`config.mk`:
```
export PLATFORM = sky130hd
export DESIGN_NAME = rgb_to_hsv_pixel
export DESIGN_NICKNAME = d
export VERILOG_FILES = /design/src/rtl/rhp_pkg.sv /design/src/rtl/rhp_prep.sv /design/src/rtl/rhp_div_step.sv /design/src/rtl/rhp_round.sv /design/src/rtl/rgb_to_hsv_pixel.sv
export VERILOG_INCLUDE_DIRS = /design/src /design/src/rtl
export SDC_FILE = /design/constraint.sdc
export NUM_CORES = 1
export LEC_CHECK = 0
export BUFFER_PORTS_ARGS = -buffer_cell sky130_fd_sc_hd__buf_2
export CAP_MARGIN = 40
export CORE_ASPECT_RATIO = 1.5
export CORE_MARGIN = 2
export CORE_UTILIZATION = 50
export DETAILED_ROUTE_END_ITERATION = 8
export GPL_ROUTABILITY_DRIVEN = 0
export MAX_ROUTING_LAYER = met4
export PLACE_DENSITY = 0.71
export SLEW_MARGIN = 20
export SYNTH_ARGS = -nofsm -noshare
export SYNTH_HDL_FRONTEND = slang
export SYNTH_SLANG_ARGS = --single-unit
```
`constraint.sdc`:
```
create_clock -name clk -period 6.7 [get_ports clk]
set_input_delay 0.335 -clock clk [delete_from_list [all_inputs] [get_ports clk]]
set_output_delay 0.335 -clock clk [all_outputs]
set_load 0.03 [all_outputs]
```
`src/rtl/rgb_to_hsv_pixel_defines.svh`:
```
// assertion macros shared by the rgb to hsv pixel rtl
// no dependencies; taken in by include where checks are written
`ifndef RGB_TO_HSV_PIXEL_DEFINES_SVH
`define RGB_TO_HSV_PIXEL_DEFINES_SVH
`ifndef ASSERT_OFF
`define RHP_ASSERT_IMPLY(lbl, clk, rst_n, a, b) \
	lbl: assert property (@(posedge clk) disable iff (!(rst_n)) (a) |-> (b)) \
		else $error("rhp check failed");
`define RHP_ASSERT_NEXT(lbl, clk, rst_n, a, b) \
	lbl: assert property (@(posedge clk) disable iff (!(rst_n)) (a) |=> (b)) \
		else $error("rhp check failed");
`else
`define RHP_ASSERT_IMPLY(lbl, clk, rst_n, a, b)
`define RHP_ASSERT_NEXT(lbl, clk, rst_n, a, b)
`endif
`endif

```
`src/rtl/rhp_pkg.sv`:
```
// shared types and constants of the rgb to hsv pixel pipeline
// no dependencies
package rhp_pkg;

	typedef struct packed {
		logic black;
		logic gray;
	} flags_t;

	localparam int PREP_STAGES = 2;
	localparam int OUT_STAGES = 1;

endpackage

```
`src/rtl/rhp_prep.sv`:
```
// front stages: max, min, chroma and hue numerator, then the scaled dividends
// uses rhp_pkg
module rhp_prep #(
	parameter int N = 8
) (
	input  logic           clk,
	input  logic           en1,
	input  logic           en2,
	input  logic [N-1:0]   red,
	input  logic [N-1:0]   green,
	input  logic [N-1:0]   blue,
	output logic [N+2:0]   rem_h,
	output logic [N-1:0]   dl_h,
	output logic [N+2:0]   rem_s,
	output logic [N-1:0]   dl_s,
	output logic [N+2:0]   d_h,
	output logic [N-1:0]   val,
	output rhp_pkg::flags_t flags
);

	logic [N-1:0] mx, mn, c;
	logic [N+2:0] ce, num;
	logic [N-1:0] v_s1, c_s1;
	logic [N+2:0] num_s1;
	rhp_pkg::flags_t flags_s1;

	logic [2*N+2:0] prod_h;
	logic [2*N-1:0] prod_s;
	logic [N+2:0] rem_h_s2, rem_s_s2, d_h_s2;
	logic [N-1:0] dl_h_s2, dl_s_s2, v_s2;
	rhp_pkg::flags_t flags_s2;

	always_comb begin
		mx = red;
		if (green > mx) mx = green;
		if (blue > mx) mx = blue;
		mn = red;
		if (green < mn) mn = green;
		if (blue < mn) mn = blue;
		c = mx - mn;
		ce = (N+3)'(c);
		if (mx == red) begin
			if (green >= blue)
				num = (N+3)'(green - blue);
			else
				num = (ce << 2) + (ce << 1) - (N+3)'(blue - green);
		end else if (mx == green) begin
			num = (ce << 1) + (N+3)'(blue) - (N+3)'(red);
		end else begin
			num = (ce << 2) + (N+3)'(red) - (N+3)'(green);
		end
	end

	always_ff @(posedge clk) begin
		if (en1) begin
			v_s1 <= mx;
			c_s1 <= c;
			num_s1 <= num;
			flags_s1.black <= (mx == '0);
			flags_s1.gray <= (c == '0);
		end
	end

	// full scale times x is (x << N) - x
	assign prod_h = {num_s1, {N{1'b0}}} - (2*N+3)'(num_s1);
	assign prod_s = {c_s1, {N{1'b0}}} - (2*N)'(c_s1);

	always_ff @(posedge clk) begin
		if (en2) begin
			rem_h_s2 <= prod_h[2*N+2:N];
			dl_h_s2 <= prod_h[N-1:0];
			rem_s_s2 <= (N+3)'(prod_s[2*N-1:N]);
			dl_s_s2 <= prod_s[N-1:0];
			d_h_s2 <= (N+3)'({c_s1, 2'b00}) + (N+3)'({c_s1, 1'b0});
			v_s2 <= v_s1;
			flags_s2 <= flags_s1;
		end
	end

	assign rem_h = rem_h_s2;
	assign dl_h = dl_h_s2;
	assign rem_s = rem_s_s2;
	assign dl_s = dl_s_s2;
	assign d_h = d_h_s2;
	assign val = v_s2;
	assign flags = flags_s2;

endmodule

```
`src/rtl/rhp_div_step.sv`:
```
// one restoring division stage for hue and saturation side by side
// uses rhp_pkg
module rhp_div_step #(
	parameter int N = 8
) (
	input  logic            clk,
	input  logic            en,
	input  logic [N+2:0]    rem_h_i,
	input  logic [N-1:0]    dl_h_i,
	input  logic [N-1:0]    q_h_i,
	input  logic [N+2:0]    rem_s_i,
	input  logic [N-1:0]    dl_s_i,
	input  logic [N-1:0]    q_s_i,
	input  logic [N+2:0]    d_h_i,
	input  logic [N-1:0]    val_i,
	input  rhp_pkg::flags_t flags_i,
	output logic [N+2:0]    rem_h_o,
	output logic [N-1:0]    dl_h_o,
	output logic [N-1:0]    q_h_o,
	output logic [N+2:0]    rem_s_o,
	output logic [N-1:0]    dl_s_o,
	output logic [N-1:0]    q_s_o,
	output logic [N+2:0]    d_h_o,
	output logic [N-1:0]    val_o,
	output rhp_pkg::flags_t flags_o
);

	logic [N+3:0] trial_h, trial_s, dh_x, ds_x, diff_h, diff_s;
	logic ge_h, ge_s;

	logic [N+2:0] rem_h_sn, rem_s_sn, d_h_sn;
	logic [N-1:0] dl_h_sn, dl_s_sn, q_h_sn, q_s_sn, val_sn;
	rhp_pkg::flags_t flags_sn;

	always_comb begin
		trial_h = {rem_h_i, dl_h_i[N-1]};
		trial_s = {rem_s_i, dl_s_i[N-1]};
		dh_x = (N+4)'(d_h_i);
		ds_x = (N+4)'(val_i);
		ge_h = trial_h >= dh_x;
		ge_s = trial_s >= ds_x;
		diff_h = ge_h ? trial_h - dh_x : trial_h;
		diff_s = ge_s ? trial_s - ds_x : trial_s;
	end

	always_ff @(posedge clk) begin
		if (en) begin
			rem_h_sn <= diff_h[N+2:0];
			rem_s_sn <= diff_s[N+2:0];
			dl_h_sn <= {dl_h_i[N-2:0], 1'b0};
			dl_s_sn <= {dl_s_i[N-2:0], 1'b0};
			q_h_sn <= {q_h_i[N-2:0], ge_h};
			q_s_sn <= {q_s_i[N-2:0], ge_s};
			d_h_sn <= d_h_i;
			val_sn <= val_i;
			flags_sn <= flags_i;
		end
	end

	assign rem_h_o = rem_h_sn;
	assign rem_s_o = rem_s_sn;
	assign dl_h_o = dl_h_sn;
	assign dl_s_o = dl_s_sn;
	assign q_h_o = q_h_sn;
	assign q_s_o = q_s_sn;
	assign d_h_o = d_h_sn;
	assign val_o = val_sn;
	assign flags_o = flags_sn;

endmodule

```
`src/rtl/rhp_round.sv`:
```
// output stage: round to nearest even, force black and gray cases, register
// uses rhp_pkg
module rhp_round #(
	parameter int N = 8
) (
	input  logic            clk,
	input  logic            en,
	input  logic [N+2:0]    rem_h,
	input  logic [N-1:0]    q_h,
	input  logic [N+2:0]    rem_s,
	input  logic [N-1:0]    q_s,
	input  logic [N+2:0]    d_h,
	input  logic [N-1:0]    val,
	input  rhp_pkg::flags_t flags,
	output logic [N-1:0]    hue,
	output logic [N-1:0]    saturation,
	output logic [N-1:0]    value_level
);

	logic [N+3:0] twice_h, twice_s, dh_x, ds_x;
	logic up_h, up_s;
	logic [N-1:0] hue_r, sat_r;
	logic [N-1:0] hue_so, sat_so, val_so;

	always_comb begin
		twice_h = {rem_h, 1'b0};
		twice_s = {rem_s, 1'b0};
		dh_x = (N+4)'(d_h);
		ds_x = (N+4)'(val);
		up_h = (twice_h > dh_x) || ((twice_h == dh_x) && q_h[0]);
		up_s = (twice_s > ds_x) || ((twice_s == ds_x) && q_s[0]);
		hue_r = q_h + N'(up_h);
		sat_r = q_s + N'(up_s);
	end

	always_ff @(posedge clk) begin
		if (en) begin
			hue_so <= (flags.black || flags.gray) ? '0 : hue_r;
			sat_so <= flags.black ? '0 : sat_r;
			val_so <= val;
		end
	end

	assign hue = hue_so;
	assign saturation = sat_so;
	assign value_level = val_so;

endmodule

```
`src/rtl/rgb_to_hsv_pixel.sv`:
```
// rgb to hsv pixel converter, top level
// uses rhp_pkg, rhp_prep, rhp_div_step, rhp_round and the assertion macros
//
// usage:
//   input channel: pix_valid, pix_stall, red, green, blue
//   output channel: hsv_valid, hsv_stall, hue, saturation, value_level
//   an item moves when valid is high and stall is low at a rising clk edge
// pipeline: two front stages, one stage per quotient bit of the restoring
//   dividers, one rounding stage
// throughput: one pixel per clock unless stalled; hue and saturation quotients
//   each have their own divider stage per bit; nothing is shared between pixels
// stall: each stage moves when it is empty or the stage after it moves, so
//   bubbles are squeezed out; pix_stall rises only when every stage holds an
//   item and hsv_stall is high
// reset: arst_n clears all valid bits at once; data registers are not reset
`include "rgb_to_hsv_pixel_defines.svh"
module rgb_to_hsv_pixel #(
	parameter int CHANNEL_BITS = 8
) (
	input  logic                    clk,
	input  logic                    arst_n,
	input  logic                    pix_valid,
	output logic                    pix_stall,
	input  logic [CHANNEL_BITS-1:0] red,
	input  logic [CHANNEL_BITS-1:0] green,
	input  logic [CHANNEL_BITS-1:0] blue,
	output logic                    hsv_valid,
	input  logic                    hsv_stall,
	output logic [CHANNEL_BITS-1:0] hue,
	output logic [CHANNEL_BITS-1:0] saturation,
	output logic [CHANNEL_BITS-1:0] value_level
);

	localparam int N = CHANNEL_BITS;
	localparam int STAGES = rhp_pkg::PREP_STAGES + N + rhp_pkg::OUT_STAGES;

	logic [STAGES-1:0] vld_q;
	logic [STAGES-1:0] en;

	logic [N+2:0] rem_h_c [N+1];
	logic [N-1:0] dl_h_c [N+1];
	logic [N-1:0] q_h_c [N+1];
	logic [N+2:0] rem_s_c [N+1];
	logic [N-1:0] dl_s_c [N+1];
	logic [N-1:0] q_s_c [N+1];
	logic [N+2:0] d_h_c [N+1];
	logic [N-1:0] val_c [N+1];
	rhp_pkg::flags_t flags_c [N+1];

	assign en[STAGES-1] = !vld_q[STAGES-1] || !hsv_stall;

	genvar k;
	generate
		for (k = 0; k < STAGES - 1; k++) begin : g_en
			assign en[k] = !vld_q[k] || en[k+1];
		end
	endgenerate

	always_ff @(posedge clk or negedge arst_n) begin
		if (!arst_n) begin
			vld_q <= '0;
		end else begin
			if (en[0]) vld_q[0] <= pix_valid;
			for (int i = 1; i < STAGES; i++) begin
				if (en[i]) vld_q[i] <= vld_q[i-1];
			end
		end
	end

	assign pix_stall = !en[0];
	assign hsv_valid = vld_q[STAGES-1];

	rhp_prep #(.N(N)) u_prep (
		.clk   (clk),
		.en1   (en[0]),
		.en2   (en[1]),
		.red   (red),
		.green (green),
		.blue  (blue),
		.rem_h (rem_h_c[0]),
		.dl_h  (dl_h_c[0]),
		.rem_s (rem_s_c[0]),
		.dl_s  (dl_s_c[0]),
		.d_h   (d_h_c[0]),
		.val   (val_c[0]),
		.flags (flags_c[0])
	);

	assign q_h_c[0] = '0;
	assign q_s_c[0] = '0;

	generate
		for (k = 0; k < N; k++) begin : g_div
			rhp_div_step #(.N(N)) u_step (
				.clk     (clk),
				.en      (en[rhp_pkg::PREP_STAGES + k]),
				.rem_h_i (rem_h_c[k]),
				.dl_h_i  (dl_h_c[k]),
				.q_h_i   (q_h_c[k]),
				.rem_s_i (rem_s_c[k]),
				.dl_s_i  (dl_s_c[k]),
				.q_s_i   (q_s_c[k]),
				.d_h_i   (d_h_c[k]),
				.val_i   (val_c[k]),
				.flags_i (flags_c[k]),
				.rem_h_o (rem_h_c[k+1]),
				.dl_h_o  (dl_h_c[k+1]),
				.q_h_o   (q_h_c[k+1]),
				.rem_s_o (rem_s_c[k+1]),
				.dl_s_o  (dl_s_c[k+1]),
				.q_s_o   (q_s_c[k+1]),
				.d_h_o   (d_h_c[k+1]),
				.val_o   (val_c[k+1]),
				.flags_o (flags_c[k+1])
			);
		end
	endgenerate

	rhp_round #(.N(N)) u_round (
		.clk         (clk),
		.en          (en[STAGES-1]),
		.rem_h       (rem_h_c[N]),
		.q_h         (q_h_c[N]),
		.rem_s       (rem_s_c[N]),
		.q_s         (q_s_c[N]),
		.d_h         (d_h_c[N]),
		.val         (val_c[N]),
		.flags       (flags_c[N]),
		.hue         (hue),
		.saturation  (saturation),
		.value_level (value_level)
	);

	// black item carries zero hue and saturation
	`RHP_ASSERT_IMPLY(a_black_zero, clk, arst_n, hsv_valid && (value_level == '0), (hue == '0) && (saturation == '0))
	// zero saturation only comes from a gray item
	`RHP_ASSERT_IMPLY(a_gray_hue, clk, arst_n, hsv_valid && (saturation == '0), hue == '0)
	// input stalls only when the pipe is full and the output is held
	`RHP_ASSERT_IMPLY(a_stall_full, clk, arst_n, pix_stall, (vld_q == '1) && hsv_stall)
	// a held output item stays valid in the next cycle
	`RHP_ASSERT_NEXT(a_hold_out, clk, arst_n, hsv_valid && hsv_stall, hsv_valid)

endmodule

```
==> reports/qor.txt, run 1 <==
Status: completed
#FFs+latches synth: 567
GRT Util Overall: 20.2%
Design area: 36000 um^2
DIE WIDTH: 209 um
Commonest non-fill, non-tap cell in the layout: edfxtp_1
# placed instances: 3682
Critical Path Sink Type: flop
Drt first pass iters: 5
WHS Path Cells: 2
DR iter-0 viols: 1027
Most frequent cells in the layout: 556 x edfxtp_1, 364 x inv_1, 264 x ha_1
Core area: 62200 um^2
Setup repair after global routing missed its margin: true
Avg Cell Area, Syn: 11.6 um^2
Tightest Hold Check Type: input pin to flop
CP arrival: 6.98 ns
Startpoint type of the worst setup path: input pin
Worst-path clk slew: 0.06 ns
Layout Cells excl Fill: 3795
Final slew viol count: 0
Fraction of registers with async set/reset: 1.94%
Synth unique cells: 86
R2R depth: 15
Slew at the pin closest to its max-slew limit: 0.848 ns
Via density: 5.46
DRT antenna net count: 0
Vias in the first global route: 22000
HPWL Detailed: 49.6 mm
Post-Route WL: 63.2 mm
Final min period: 6.61 ns
RR Endpoint: g_div[6].u_step.rem_h_o[3]
Crit-path max FO: 5
Clock tree sinks: 567
CTS tree: built
Routed WL per cell: 16.7 um
Starting density of the core: 50.5%
Nets: 3295
First-pass GRT wire length: 103 mm
Finish-stage setup viols: 0
Place WS: -0.715 ns
Worst R2R Setup Slack: 2.83 ns
Syn Nets: 3056
Reg-to-Reg Start: g_div[5].u_step.d_h_o[2]
Detailed-route DRC error count: 0
Fin Clk Skew: 0.0187 ns
Max Buffers Root-to-Sink: 3
TritonCTS Buffers: 49
Crit path required time: 7.07 ns
Layout cells sized above 1: 14.6%
Root Driver: clkbuf_16
Largest net degree at the start of global routing: 59
Final Cycle Share: 98.6%
# IOs: 54
Yosys warnings: 0
Via count: 20700
Die H: 311 um
DP Area: 33900 um^2
Cells after Synth: 2719
Max-Slew Margin vs Limit: 43.4%
Worst path most repeated cell: ha_1
Die ar.: 64900 um^2
Synthesis-to-layout area growth: 14.5%
Cell Area, Synth: 31400 um^2
Max Cap Viol: 0
Initial antenna violation count: 0
Worst Hold Launch: pix_valid
N_diodes: 0
F_max: 151 MHz
Bufs and invs on worst path: 5
Number of I/O port buffers: 53
Crit path max-delay family: compound AO/OA/AOI/OAI gates
Primary FF master, synth: edfxtp_1
H-tree levels: 2
Final worst setup slack: 0.0927 ns
Hold Path Sink: vld_q[0]
Site Rows: 112
Final hold viol count: 0
CP peak stage delay: 0.47 ns
Skew-Pair Late Insertion Delay: 0.57 ns
Crit path kind: input pin to flop
Seq/Total Area, Yosys: 54.0%
Crit-path slowest cell: a211oi_2
Gr ovfl total: 0
Post-synth EDFFs: 556
[worst register-to-register path, delay by kind of cell, from the launching register on]
family	cells	cell delay (ns)
adders and majority gates	1	0.39
AOI/OAI and AO/OA	9	1.68
DFF	1	0.48
buffers and inverters	3	0.48
and+or+nand+nor	2	0.57
[cell usage after synthesis (38+ instances only)]
cell type	instances	area share, %
xnor2_1	101	2.8
o21ai_0	171	2.7
ha_1	271	11
xor2_1	64	1.8
fa_1	38	2.4
nand2b_1	70	1.4
a21oi_1	174	2.8
clkbuf_1	43	0.51
edfxtp_1	556	53
nand3_1	57	0.91
o31ai_1	44	1.1
a21o_1	43	1.0
inv_1	374	4.5
nor2b_1	52	1.0
nor2_1	165	2.0
nand2_1	148	1.8
[metrics by stage]
| step | hold slack (ns) | utilization (%) | TNS [ns] |
|---|---|---|---|
| floorplan | 0.0394 | - | -0.0179 |
| global placement | 0.228 | 54.3 | -1.38 |
| detailed placement | 0.239 | 54.6 | -3.46 |
| CTS | 0.0152 | 57.2 | 0 |
| global route | 0.0382 | 57.8 | -0.491 |
| finish | 0.0458 | 57.8 | 0 |
[flip-flops by register name, summed over array words and instances (netlist names), 16 cells and up]
register and flops:
g_div.u_step.d_h_o 69, g_div.u_step.dl_h_o 28, g_div.u_step.dl_s_o 26, g_div.u_step.flags_o 16
g_div.u_step.q_h_o 36, g_div.u_step.q_s_o 36, g_div.u_step.rem_h_o 88, g_div.u_step.rem_s_o 87
g_div.u_step.val_o 64
[routing by layer]
metal	vias to the layer above	GRT usage (%)	part of all wire (%)
met5	-	-	0
met4	0	12.5	7.0
met3	247	2.20	3.5
met2	494	41.2	58
met1	9826	16.9	32
li1	10100	-	-
[layout make-up]
cell class,instances,area (um^2)
Clock buffer,72,1420
Clock inverter,18,174
Fill cell,4808,26300
Inverter,374,1410
Multi-Input combinational cell,1726,13200
Sequential cell,567,17000
Tap cell,798,998
Timing Repair Buffer,240,1760
[repair_timing]
action,CTS,global route
cloned,0,0
resized for setup,2,57
buffers inserted,1,20
pin swaps,2,51
hold endpoints to repair,11,0
hold buffers,1,0
setup endpoints to repair,3,5
[how the worst max path moves through the flow]
stage           start                 to  slack, ns  depth (start not counted)
6_report       red[1]   u_prep.num_s1[9]       0.09                         32
5_1_grt        red[1]   u_prep.num_s1[9]      -0.22                         38
4_1_cts        red[1]   u_prep.num_s1[9]       0.04                         38
3_5_place_dp   red[1]   u_prep.num_s1[9]      -0.72                         36
3_3_place_gp   red[1]   u_prep.num_s1[9]      -0.40                         36
2_1_floorplan  red[1]  u_prep.num_s1[10]      -0.02                         35
[kinds of logic (layout without fill, tap and decap cells)]
kind of cell             Yosys count  after routing  synth area share [%]
buffers and inverters            426            704                  5.20
adder cells (fa/ha/maj)          309            309                  13.2
XOR/XNOR                         165            165                  4.60
AO/OA/AOI/OAI                    577            577                  11.6
flip-flops                       567            567                  54.0
AND/OR/NAND/NOR                  648            648                  10.5
multiplexers                      27             27                 0.904
Power of run 1 is left out: the tool's default activity adds up to more than one toggle a clock period on the data nets, which glitch-free logic cannot reach.
==> run 2: changes to the inputs <==
--- a/config.mk
+++ b/config.mk
@@ -8,13 +8,15 @@
 export LEC_CHECK = 0
 export BUFFER_PORTS_ARGS = -buffer_cell sky130_fd_sc_hd__buf_2
 export CAP_MARGIN = 40
+export CELL_PAD_IN_SITES_DETAIL_PLACEMENT = 2
+export CELL_PAD_IN_SITES_GLOBAL_PLACEMENT = 2
 export CORE_ASPECT_RATIO = 1.5
 export CORE_MARGIN = 2
-export CORE_UTILIZATION = 50
+export CORE_UTILIZATION = 40
 export DETAILED_ROUTE_END_ITERATION = 8
 export GPL_ROUTABILITY_DRIVEN = 0
 export MAX_ROUTING_LAYER = met4
-export PLACE_DENSITY = 0.71
+export PLACE_DENSITY = 0.82
 export SLEW_MARGIN = 20
 export SYNTH_ARGS = -nofsm -noshare
 export SYNTH_HDL_FRONTEND = slang
==> constraint.sdc (replaced) <==
create_clock -name clk -period 5.6 [get_ports clk]
set_input_delay 0.28 -clock clk [delete_from_list [all_inputs] [get_ports clk]]
set_output_delay 0.28 -clock clk [all_outputs]
set_load 0.03 [all_outputs]
==> run 2 against run 1 <==
Effect of this change:
- critical endpoint unchanged
- highest routed layer unchanged
- the flow now finishes with violations (negative setup slack)
- via count rose by 13%
- hold slack improved by 0.071 ns
- first-iteration DRC count rose by 20%
- worst setup slack got worse by 1.8 ns
- clock skew rose by 0.0013 ns
- clock-buffer cell count fell by 7
- core utilization fell by 9.0 points
- register-to-register slack got worse by 1.4 ns
- final area rose by 5.3%
- critical path depth rose by 1
==> reports/qor.txt, run 2 (synthesis gave the netlist of run 1 again) <==
CTS tree: built (unchanged)
Final Cycle Share: 131%
Tightest Hold Check Type: input pin to async pin (was input pin to flop)
Fin Clk Skew: 0.0200 ns (was 0.0187 ns)
Commonest non-fill, non-tap cell in the layout: edfxtp_1 (unchanged)
Critical path origin: red[3] (was red[1])
Largest net degree at the start of global routing: 60 (was 59)
Worst-path clk slew: 0.07 ns (was 0.06 ns)
Slew at the pin closest to its max-slew limit: 1.04 ns (was 0.848 ns)
Number of I/O port buffers: 53 (unchanged)
Via count: 23500 (was 20700)
Crit-path slowest cell: fa_2 (was a211oi_2)
Final min period: 7.33 ns
DIE WIDTH: 233 um (was 209 um)
Startpoint type of the worst setup path: input pin (unchanged)
Layout Cells excl Fill: 4126 (was 3795)
Starting density of the core: 40.5% (was 50.5%)
Failing checks: negative setup slack
GRT Util Overall: 28.7% (was 20.2%)
# IOs: 54 (unchanged)
Detailed-route DRC error count: 0 (unchanged)
Skew-Pair Late Insertion Delay: 0.60 ns (was 0.57 ns)
Clock tree sinks: 567 (unchanged)
TritonCTS Buffers: 52 (was 49)
First-pass GRT wire length: 168 mm (was 103 mm)
Site Rows: 125 (was 112)
Crit path kind: input pin to flop (unchanged)
Root Driver: clkbuf_16 (unchanged)
Final hold viol count: 0 (unchanged)
Initial antenna violation count: 4 (was 0)
Reg-to-Reg Start: g_div[4].u_step.dl_s_o[6] (was g_div[5].u_step.d_h_o[2])
Status: finished, violations left (was completed)
Post-Route WL: 118 mm (was 63.2 mm)
Nets: 3403 (was 3295)
HPWL Detailed: 80.3 mm (was 49.6 mm)
Die ar.: 80800 um^2 (was 64900 um^2)
Final slew viol count: 0 (unchanged)
Area of the multi-input gates: 13900 um^2 (was 13200 um^2)
CP peak stage delay: 0.65 ns (was 0.47 ns)
Critical Path Sink Type: flop (unchanged)
CP arrival: 7.66 ns (was 6.98 ns)
H-tree levels: 2 (unchanged)
Max-Slew Margin vs Limit: 30.5% (was 43.4%)
Final worst setup slack: -1.73 ns (was 0.0927 ns)
Die H: 347 um (was 311 um)
F_max: 136 MHz
Synthesis-to-layout area growth: 20.5% (was 14.5%)
Crit-path max FO: 6 (was 5)
Drt first pass iters: 5 (unchanged)
Max Buffers Root-to-Sink: 3 (unchanged)
Vias in the first global route: 27600 (was 22000)
Most frequent cells in the layout: 556 x edfxtp_1, 357 x inv_1, 259 x buf_4 (was 556 x edfxtp_1, 364 x inv_1, 264 x ha_1)
Hold Worst Slack: 0.117 ns (was 0.0458 ns)
Core area: 77600 um^2 (was 62200 um^2)
DR iter-0 viols: 1232 (was 1027)
Setup repair after global routing missed its margin: true (unchanged)
Max FFs per register: 88 (unchanged)
# placed instances: 3947 (was 3682)
Finish-stage setup viols: 13 (was 0)
Setup_tns: -14.07 ns (was 0 ns)
Max Cap Viol: 0 (unchanged)
Layout filler cell count: 7602 (was 4808)
Storage cell area: 17000 um^2 (unchanged)
Via density: 5.69 (was 5.46)
Layout cells sized above 1: 20.3% (was 14.6%)
Routed WL per cell: 28.7 um (was 16.7 um)
Crit path required time: 5.93 ns (was 7.07 ns)
Gr ovfl total: 0 (unchanged)
DRT antenna net count: 0 (unchanged)
==> run 2: stage by stage <==
stage	utilization [%]	cell area [um^2]	setup WS [ns]
4_1_cts	48.0	37200	-0.838
3_5_place_dp	44.6	34600	-2.30
2_1_floorplan	-	31700	-1.06
6_report	48.8	37900	-1.73
5_1_grt	48.8	37900	-1.79
3_3_place_gp	44.5	34500	-1.48
==> run 2: layer usage <==
metal / GRT usage, % / share of wire [%] / vias up
li1: - / - / 10300
met1: 23.2 / 30 / 11800
met2: 57.4 / 56 / 817
met3: 3.24 / 3.8 / 565
met4: 20.9 / 9.8 / 0
met5: - / 0 / -
==> run 2: worst max-delay path: cells and delay by family <==
family | cells | cell delay (ns)
xor+xnor | 1 | 0.11
simple gates | 7 | 1.32
compound gates | 13 | 2.89
buf+inv | 6 | 0.85
fa+ha+maj | 6 | 2.16
==> run 2: path summary, 6_finish.rpt <==
check / endpoint / slack (ns) / cells after the start
max in group asynchronous: vld_q[6] / 5.22 / 2
min in group clk: vld_q[10] / 0.35 / 3
hold reg to reg: g_div[5].u_step.flags_o[1] / 0.42 / 0
setup / recovery: u_prep.num_s1[9] / -1.73 / 33
hold / removal: vld_q[10] / 0.12 / 2
setup reg to reg: g_div[5].u_step.rem_h_o[1] / 1.42 / 15
==> run 2: area by class of cell <==
cell class	count	share of cell area, %
flip-flops and latches	567	44.8
clock buffers	65	3.70
diodes	4	0.0264
clock inverters	29	0.777
multi-input cells	1727	36.6
well taps	1016	3.36
inverters	374	3.73
repair buffers	344	6.96
==> run 2: repair_timing <==
action                                 in CTS  in global routing
hold buffers                                2                  0
endpoints found under the hold margin      12                  0
setup buffers                              51                 27
setup endpoints to repair                  10                 12
gates cloned                                1                  0
pin swaps                                  44                 69
gates resized for setup                   108                 66
Power of run 2 is left out for the same reason.
